`src/hdl/hcbd_pkg.sv`:
```
// Shared types and constants for the home computer bank decoder.
package hcbd_pkg;

  // Target codes
  localparam logic [3:0] TGT_RAM     = 4'd0;
  localparam logic [3:0] TGT_BASIC   = 4'd1;
  localparam logic [3:0] TGT_KERNAL  = 4'd2;
  localparam logic [3:0] TGT_CHARGEN = 4'd3;
  localparam logic [3:0] TGT_VIC     = 4'd4;
  localparam logic [3:0] TGT_SID     = 4'd5;
  localparam logic [3:0] TGT_COLOR   = 4'd6;
  localparam logic [3:0] TGT_CIA1    = 4'd7;
  localparam logic [3:0] TGT_CIA2    = 4'd8;
  localparam logic [3:0] TGT_OPEN    = 4'd9;

  // Per-mode presence masks, bit n set when mode n maps the area in
  localparam logic [7:0] BASIC_MODES  = 8'b1000_1000;
  localparam logic [7:0] KERNAL_MODES = 8'b1100_1100;
  localparam logic [7:0] IO_MODES     = 8'b1110_0000;
  localparam logic [7:0] CHAR_MODES   = 8'b0000_1110;

  localparam logic [15:0] BANK_PORT_ADDR = 16'h0001;
  localparam logic [15:0] CIA2_PORT_ADDR = 16'hDD00;
  localparam logic [5:0]  VIC_PTR_REG    = 6'h18;

  localparam logic [2:0] MODE_RESET = 3'd7;
  localparam logic [1:0] VBANK_RESET = 2'd3;

  typedef struct packed {
    logic        command;
    logic [15:0] address;
    logic [7:0]  write_data;
  } hcbd_in_t;

  typedef struct packed {
    logic [3:0]  target;
    logic [15:0] offset;
    logic        ram_write;
    logic [3:0]  color_nibble;
    logic        open_read;
    logic [2:0]  bank_mode_now;
    logic [1:0]  screen_bank;
    logic [15:0] matrix_address;
    logic [15:0] bitmap_address;
    logic [15:0] char_address;
    logic        char_from_rom;
  } hcbd_out_t;

  // State updates caused by one access
  typedef struct packed {
    logic       mode_we;
    logic [2:0] mode;
    logic       vbank_we;
    logic [1:0] vbank;
    logic       ptr_we;
    logic [7:0] ptr;
  } hcbd_upd_t;

endpackage

```
`src/hdl/home_computer_bank_decoder.sv`:
```
// Top level of the home computer bank decoder.
//
// Usage:
//   One bus access per beat enters on in_valid/in_ready/in_data (command,
//   address, write data). For each one a single result beat leaves on
//   out_valid/out_ready/out_data: target, offset within it, RAM write
//   strobe, colour nibble, open-bus read flag, the banking mode and video
//   bank after the access, and the matrix, bitmap and character bases.
//   Each input beat is held in an input register; decode logic then feeds
//   the result register, which drives out_valid and out_data. Throughput
//   is one access per cycle while the receiver does not stall; the decode
//   and state update happen as a beat moves from the input register to
//   the result register, so the next access already sees the new banking
//   state.
//   When the receiver stalls the result register holds and the input
//   register still takes one more beat; in_ready then drops.
//   Reset (rst, synchronous) empties both registers and sets banking mode 7,
//   video bank 3 and video pointer zero.
module home_computer_bank_decoder (
  input  logic                clk,
  input  logic                rst,
  input  logic                in_valid,
  output logic                in_ready,
  input  hcbd_pkg::hcbd_in_t  in_data,
  output logic                out_valid,
  input  logic                out_ready,
  output hcbd_pkg::hcbd_out_t out_data
);
  import hcbd_pkg::*;

  hcbd_in_t  acc;
  logic      acc_valid;
  logic      advance;

  logic [2:0] bank_mode, bank_mode_next;
  logic [1:0] vbank, vbank_next;
  logic [7:0] ptr, ptr_next;

  hcbd_upd_t  upd;
  hcbd_out_t  res;

  assign advance  = acc_valid && (!out_valid || out_ready);
  assign in_ready = !acc_valid || advance;

  always_ff @(posedge clk) begin
    if (rst) begin
      acc_valid <= 1'b0;
    end else if (in_ready) begin
      acc_valid <= in_valid;
    end
    if (in_ready && in_valid) begin
      acc <= in_data;
    end
  end

  hcbd_route u_route (
    .acc          (acc),
    .mode         (bank_mode),
    .target       (res.target),
    .offset       (res.offset),
    .ram_write    (res.ram_write),
    .color_nibble (res.color_nibble),
    .open_read    (res.open_read),
    .upd          (upd)
  );

  assign bank_mode_next = upd.mode_we  ? upd.mode  : bank_mode;
  assign vbank_next     = upd.vbank_we ? upd.vbank : vbank;
  assign ptr_next       = upd.ptr_we   ? upd.ptr   : ptr;

  assign res.bank_mode_now = bank_mode_next;
  assign res.screen_bank   = vbank_next;

  hcbd_video u_video (
    .vbank          (vbank_next),
    .ptr            (ptr_next),
    .matrix_address (res.matrix_address),
    .bitmap_address (res.bitmap_address),
    .char_address   (res.char_address),
    .char_from_rom  (res.char_from_rom)
  );

  always_ff @(posedge clk) begin
    if (rst) begin
      out_valid <= 1'b0;
      bank_mode <= MODE_RESET;
      vbank     <= VBANK_RESET;
      ptr       <= 8'd0;
    end else begin
      if (advance) begin
        out_valid <= 1'b1;
        bank_mode <= bank_mode_next;
        vbank     <= vbank_next;
        ptr       <= ptr_next;
      end else if (out_ready) begin
        out_valid <= 1'b0;
      end
    end
    if (advance) begin
      out_data <= res;
    end
  end

endmodule

```
`src/hdl/hcbd_route.sv`:
```
// Address routing: picks the target and offset of one bus access, and the state updates it causes.
module hcbd_route (
  input  hcbd_pkg::hcbd_in_t  acc,
  input  logic [2:0]          mode,
  output logic [3:0]          target,
  output logic [15:0]         offset,
  output logic                ram_write,
  output logic [3:0]          color_nibble,
  output logic                open_read,
  output hcbd_pkg::hcbd_upd_t upd
);
  import hcbd_pkg::*;

  logic        wr;
  logic [15:0] a;
  logic        in_basic, in_kernal, in_d000;

  assign wr        = acc.command;
  assign a         = acc.address;
  assign in_basic  = (a[15:13] == 3'b101);
  assign in_kernal = (a[15:13] == 3'b111);
  assign in_d000   = (a[15:12] == 4'hD);

  always_comb begin
    target       = TGT_RAM;
    offset       = a;
    ram_write    = 1'b0;
    color_nibble = 4'd0;
    open_read    = 1'b0;
    upd          = '0;
    upd.mode     = acc.write_data[2:0];
    upd.vbank    = ~acc.write_data[1:0];
    upd.ptr      = acc.write_data;

    if (in_basic && BASIC_MODES[mode] && !wr) begin
      target = TGT_BASIC;
      offset = {3'd0, a[12:0]};
    end else if (in_kernal && KERNAL_MODES[mode] && !wr) begin
      target = TGT_KERNAL;
      offset = {3'd0, a[12:0]};
    end else if (in_d000 && IO_MODES[mode]) begin
      case (a[11:8]) inside
        [4'h0:4'h3]: begin
          target = TGT_VIC;
          offset = {10'd0, a[5:0]};
          upd.ptr_we = wr && (a[5:0] == VIC_PTR_REG);
        end
        [4'h4:4'h7]: begin
          target = TGT_SID;
          offset = {11'd0, a[4:0]};
        end
        [4'h8:4'hB]: begin
          target = TGT_COLOR;
          offset = {6'd0, a[9:0]};
          if (wr) color_nibble = acc.write_data[3:0];
        end
        4'hC: begin
          target = TGT_CIA1;
          offset = {12'd0, a[3:0]};
        end
        4'hD: begin
          target = TGT_CIA2;
          offset = {12'd0, a[3:0]};
          upd.vbank_we = wr && (a == CIA2_PORT_ADDR);
        end
        default: begin
          target    = TGT_OPEN;
          offset    = {7'd0, a[8:0]};
          open_read = !wr;
        end
      endcase
    end else if (in_d000 && CHAR_MODES[mode] && !wr) begin
      target = TGT_CHARGEN;
      offset = {4'd0, a[11:0]};
    end else begin
      ram_write   = wr;
      upd.mode_we = wr && (a == BANK_PORT_ADDR);
    end
  end

endmodule

```
`src/hdl/hcbd_video.sv`:
```
// Video base addresses from the bank index and the VIC pointer byte.
module hcbd_video (
  input  logic [1:0]  vbank,
  input  logic [7:0]  ptr,
  output logic [15:0] matrix_address,
  output logic [15:0] bitmap_address,
  output logic [15:0] char_address,
  output logic        char_from_rom
);
  import hcbd_pkg::*;

  logic [15:0] cbase;

  // Pointer fields land below the bank base bits, so no adder is needed
  assign matrix_address = {vbank, ptr[7:4], 10'd0};
  assign bitmap_address = {vbank, ptr[3], 13'd0};
  assign cbase          = {vbank, ptr[3:1], 11'd0};
  // Character ROM shadows 1000-1FFF in banks 0 and 2
  assign char_from_rom  = !vbank[0] && (ptr[3:2] == 2'b01);
  assign char_address   = char_from_rom ? {4'd0, cbase[11:0]} : cbase;

endmodule
```
`config.mk`:
```
export PLATFORM = sky130hd
export DESIGN_NAME = home_computer_bank_decoder
export DESIGN_NICKNAME = d
export VERILOG_FILES = /design/src/hdl/hcbd_pkg.sv /design/src/hdl/home_computer_bank_decoder.sv /design/src/hdl/hcbd_route.sv /design/src/hdl/hcbd_video.sv
export SDC_FILE = /design/constraint.sdc
export NUM_CORES = 1
export LEC_CHECK = 0
export BUFFER_PORTS_ARGS = -buffer_cell sky130_fd_sc_hd__buf_2
export CAP_MARGIN = 20
export CORE_AREA = 8 8 104 106
export CTS_CLUSTER_SIZE = 10
export DETAILED_ROUTE_END_ITERATION = 7
export DIE_AREA = 0 0 112 114
export MAX_ROUTING_LAYER = met4
export PLACE_DENSITY_LB_ADDON = 0.1
export SYNTH_ARGS = -nofsm -noshare
export SYNTH_HDL_FRONTEND = slang
export SYNTH_HIERARCHICAL = 1
export SYNTH_SLANG_ARGS = --single-unit
```
`constraint.sdc`:
```
create_clock -name clk -period 4.1 [get_ports clk]
set_clock_uncertainty 0.15 [all_clocks]
set_input_delay 1.025 -clock clk [delete_from_list [all_inputs] [get_ports clk]]
set_output_delay 1.025 -clock clk [all_outputs]
set_load 0.02 [all_outputs]
```
# Word level (Yosys, flattened, before mapping)
# Memory sizes are Yosys's and may differ from the RTL's. A register that Yosys moved wholly into a read port is not among the register bits.
# Cells that the tools add are included.
[classes]
mux = 50
n_reduce_logical = 28
n_eq_ne = 9
bitwise = 4
magnitude_cmp = 7
[ops]
columns = ["cell", "n"]
rows = [
  ["$mux W16", 6],
  ["$mux W3", 9],
  ["$mux W13", 2],
  ["$mux W1", 23],
  ["$mux W4", 5],
  ["$eq A16 B1 Y1 const B", 1],
  ["$eq A16 B16 Y1 const B", 1],
  ["$logic_and A1 B1 Y1", 16],
  ["$eq A4 B4 Y1 const B", 3],
  ["$mux W9", 1],
  ["$mux W8", 1],
  ["$reduce_or A8 Y1", 1],
  ["$reduce_or A7 Y1", 1],
  ["$eq A3 B3 Y1 const B", 2],
  ["$eq A6 B5 Y1 const B", 1],
  ["$mux W2", 3],
  ["$ge A4 B1 Y1 const B", 1],
  ["$ge A4 B3 Y1 const B", 1],
  ["$ge A4 B4 Y1 const B", 1],
  ["$le A4 B2 Y1 const B", 1],
  ["$le A4 B3 Y1 const B", 1],
  ["$le A4 B4 Y1 const B", 1],
  ["$logic_not A1 Y1", 4],
  ["$lt A3 B4 Y1 const B", 1],
  ["other kinds (8)", 11],
]
[totals]
wordCells = 125
memories = 4
register_bits = 97
rom_bits = 32
[memory_table]
columns = ["name", "depth", "word_bits", "rd", "rd_clocked_by_memory_dff", "write_ports", "line_no", "source"]
rows = [
  ["(name not given)", 8, 1, 1, 1, 0, "hcbd_route.sv:72", "end else if (in_d000 && CHAR_MODES[mode] && !wr) begin"],
  ["(name not given)", 8, 1, 1, 1, 0, "hcbd_route.sv:35", "if (in_basic && BASIC_MODES[mode] && !wr) begin"],
  ["(name not given)", 8, 1, 1, 1, 0, "hcbd_route.sv:38", "end else if (in_kernal && KERNAL_MODES[mode] && !wr) begin"],
  ["(name not given)", 8, 1, 1, 1, 0, "hcbd_route.sv:41", "end else if (in_d000 && IO_MODES[mode]) begin"],
]

# Depth between registers and ports, before layout
[depth]
word_depth = 13
mapped_depth = 8
depth_no_buf = 6

# Modules after synthesis
# Netlist, hierarchy kept.
[modules_own_cells]
columns = ["module", "area_per_inst_um2", "cells_per_inst", "instances", "seq_area_each_um2"]
rows = [
  ["home_computer_bank_decoder", 4007.6, 189, 1, 3453.3],
  ["hcbd_route", 516.7, 78, 1, 0.0],
  ["hcbd_video", 367.9, 50, 1, 0.0],
]

# Least setup slack after synthesis
# OpenSTA, ideal clock, no wires.
[synth_timing]
kind = "input -> register"
start = "in out_ready"
end = "reg out_data[0] in the netlist's numbering (enable)"
arrival_time_ps = 3232
stages = 3
path_slack_ps = 271
required_ps = 3503
path_cell_list = "nand2b_1 buf_4 and2_1"
[synth_between]
elab_chain_len = 2
[synth_lines]
columns = ["item", "line_no", "source"]
rows = [
  ["start, declared", "home_computer_bank_decoder.sv:26", "input logic out_ready,"],
  ["$logic_or A1 B1 Y1", "home_computer_bank_decoder.sv:42", "assign advance = acc_valid && (!out_valid || out_ready);"],
  ["$logic_and A1 B1 Y1", "home_computer_bank_decoder.sv:42", ""],
  ["net advance", "home_computer_bank_decoder.sv:33", "logic advance;"],
  ["end signal, assigned", "home_computer_bank_decoder.sv:100", "out_data <= res;"],
  ["end, declared", "home_computer_bank_decoder.sv:27", "output hcbd_pkg::hcbd_out_t out_data"],
]
# The timed path passes the listed nets, and every way through them passes these cells.
# A chain may end at the register's enable or synchronous reset.

# Worst setup path after layout
[layout_timing]
start = "reg acc_valid"
end = "out in_ready"
[layout_between]
elab_chain_len = 2
elab_cells_between_ends = 3
classes_between = "reduce/logical: 3"
[layout_lines]
columns = ["item", "line_no", "source"]
rows = [
  ["start, declared", "home_computer_bank_decoder.sv:32", "logic acc_valid;"],
  ["start signal, assigned", "home_computer_bank_decoder.sv:49", "acc_valid <= in_valid;"],
  ["$logic_not A1 Y1 / $logic_and A1 B1 Y1 (equally long branches)", "home_computer_bank_decoder.sv:43, home_computer_bank_decoder.sv:42", ""],
  ["$logic_or A1 B1 Y1 *", "home_computer_bank_decoder.sv:43", "assign in_ready = !acc_valid || advance;"],
  ["end, declared", "home_computer_bank_decoder.sv:23", "output logic in_ready,"],
]
# Mark *: on every way between the ends. The rest lies on a longest branch, timed or not.

==> metrics <==
input/output buffers=110; R2R cell count=7; core area=9110 um^2; PD cells=510 nW/um^2; Die Y=114 um; Post-DP Area=5170 um^2; Via Count=2,557; clock sink count=119; Die W=112 um; drt first pass iters=4; Critical R2R Launch=acc[21]; final period utilization=69.3%; post-CTS setup buffers=0; minimum clock period=2.84 ns; Arr. time, crit path=1.67 ns; vias in the first global route=2,525; pins over their slew limit=0; worst-path fanout max=28; Skew-Pair Late Insertion Delay=0.50 ns; Crit path largest cell delay=0.83 ns; HP Class=reg2reg; grt ovf=0; Worst Setup End Kind=output port; Placed Instances=498; CP Launch Type=register; WP data required=2.92 ns; CP Class=reg2out; unrepaired setup endpoints after global routing=no; Worst Hold End=out_data[62]; post-DP HPWL=5640 um; Ys Warns=6; Achievable Freq=352 MHz; Final setup violation count=0; largest net degree at the start of global routing=49; synthesized instance count=311; worst vdd ir=301 uV; share of cells above drive strength 1=39.8%; Setup TNS Final=0 ns; Place WS=1.20 ns; routed wire length=8250 um; Max H-tree Level=4; final hold slack=0.320 ns; total CTS buffers=17; post-synthesis cell area=4830 um^2; syn avg cell area=15.5 um^2; IO Pins=111; # nets final=436; capturing point of the worst reg2reg path=out_data[16]; per-cell routed wire length=15.5 um; post-route cell area=5750 um^2; outcome=finished, final reports clean; Rows=35; antenna violations before repair=0; Slew @ Worst Pin=0.781 ns; Hold Path Cell Cnt=0; fin cells=531; global-route wire length before repair=12,700 um; Final ANT Viol Nets=0; reg2reg setup slack=1.35 ns; P&R area growth vs syn=19.1%; CTS Root Cell=clkbuf_8; relative slew slack=47.8%; Max Root-Sink Buffers=2; CTS Hold Buffers Added=0; Final Hold Viols=0; Slowest-stage cell, CP=dfxtp_1; CTS clk-pin slew, worst paths=0.06 ns; CTS tree=done; Static Leakage=2.22 nW; drt initial violations=179; Tot GR Track Use=13.5%; PostCTS Resize Cnt=0; vias per cell=4.82; DIE AREA=12,800 um^2; Initial Util=53.0%; critical-path cell list=nand2_1 > buf_2; GP Congestion=0.782; antenna cell count=0; fin worst setup slack=1.26 ns; # DRC=0; Hold Startpoint=acc[10]; max_cap viols=0
==> layout by cell type (no fill, tap or decap), types with 2 or more instances in the layout <==
| master | instances |
|---|---|
| nand2b_1 | 2 |
| nor2b_1 | 6 |
| nor3b_1 | 5 |
| dfxtp_1 | 14 |
| o21bai_1 | 5 |
| clkinv_4 | 3 |
| nor4_1 | 2 |
| clkinv_2 | 3 |
| clkbuf_16 | 16 |
| nor3b_2 | 8 |
| mux2_2 | 5 |
| buf_4 | 2 |
| edfxtp_1 | 105 |
| a21boi_0 | 2 |
| o21ai_0 | 4 |
| and3_1 | 5 |
| conb_1 | 34 |
| inv_1 | 5 |
| nor4_2 | 3 |
| nand4b_1 | 2 |
| and4b_1 | 2 |
| clkinv_1 | 3 |
| bufinv_16 | 2 |
| nor2_1 | 10 |
| clkinvlp_4 | 3 |
| nor3_1 | 10 |
| o21a_1 | 2 |
| and2_1 | 5 |
| nand2_1 | 4 |
| a21oi_1 | 13 |
| nand3b_1 | 3 |
| buf_2 | 110 |
| mux2_4 | 7 |
==> power breakdown <==
group | switching [mW] | internal [mW] | leakage [nW]
registers | 0.0288 | 1.38 | 1.07
logic | 0.105 | 0.0614 | 0.882
clock network | 0.498 | 0.854 | 0.263
total | 0.632 | 2.30 | 2.22
==> critical path, delay by kind of cell, from the launching register on <==
kind	cells	cell delay [ns]
buf+inv	1	0.20
simple gates	1	0.13
flops	1	0.83
==> per-stage QoR <==
step | utilization (%) | power (mW)
floorplan | - | 1.57
global placement | 56.7 | 1.60
detailed placement | 56.7 | 1.60
CTS | 62.8 | 2.96
global route | 63.1 | 3.03
finish | 63.1 | 2.93
==> flip-flops by register name (all words and copies together), names as in the netlist <==
register and count:
ptr 7, bank_mode 3, acc_valid 1, vbank 2, out_data 80, acc 25, out_valid 1
==> how the worst max path moves through the flow <==
stage               startpoint      endpoint  slack (ns)  cells after the start
global route         acc_valid      in_ready        1.09                      2
CTS                  acc_valid      in_ready        1.24                      2
finish               acc_valid      in_ready        1.26                      2
floorplan            out_ready   out_data[0]        0.29                      3
global placement     out_ready  out_data[24]        1.21                      4
detailed placement   out_ready  out_data[24]        1.20                      4
==> metal layers <==
layer	up-vias	global-route usage (%)	part of all wire, %	routed length, um
met5	-	-	0	0
met3	9	5.97	7.4	613
li1	1252	-	-	-
met4	0	6.21	1.2	97
met2	96	19.7	46	3820
met1	1200	15.8	45	3720
==> layout make-up <==
class                   instances  area, um^2
repair buffers                114         613
fillers                       735        3360
clock inverters                14         135
flip-flops and latches        119        3430
clock buffers                  18         418
inverters                       5        18.8
multi-input cells             150         991
well taps                     111         139
Note: power is estimated with default switching activity, not from simulation.
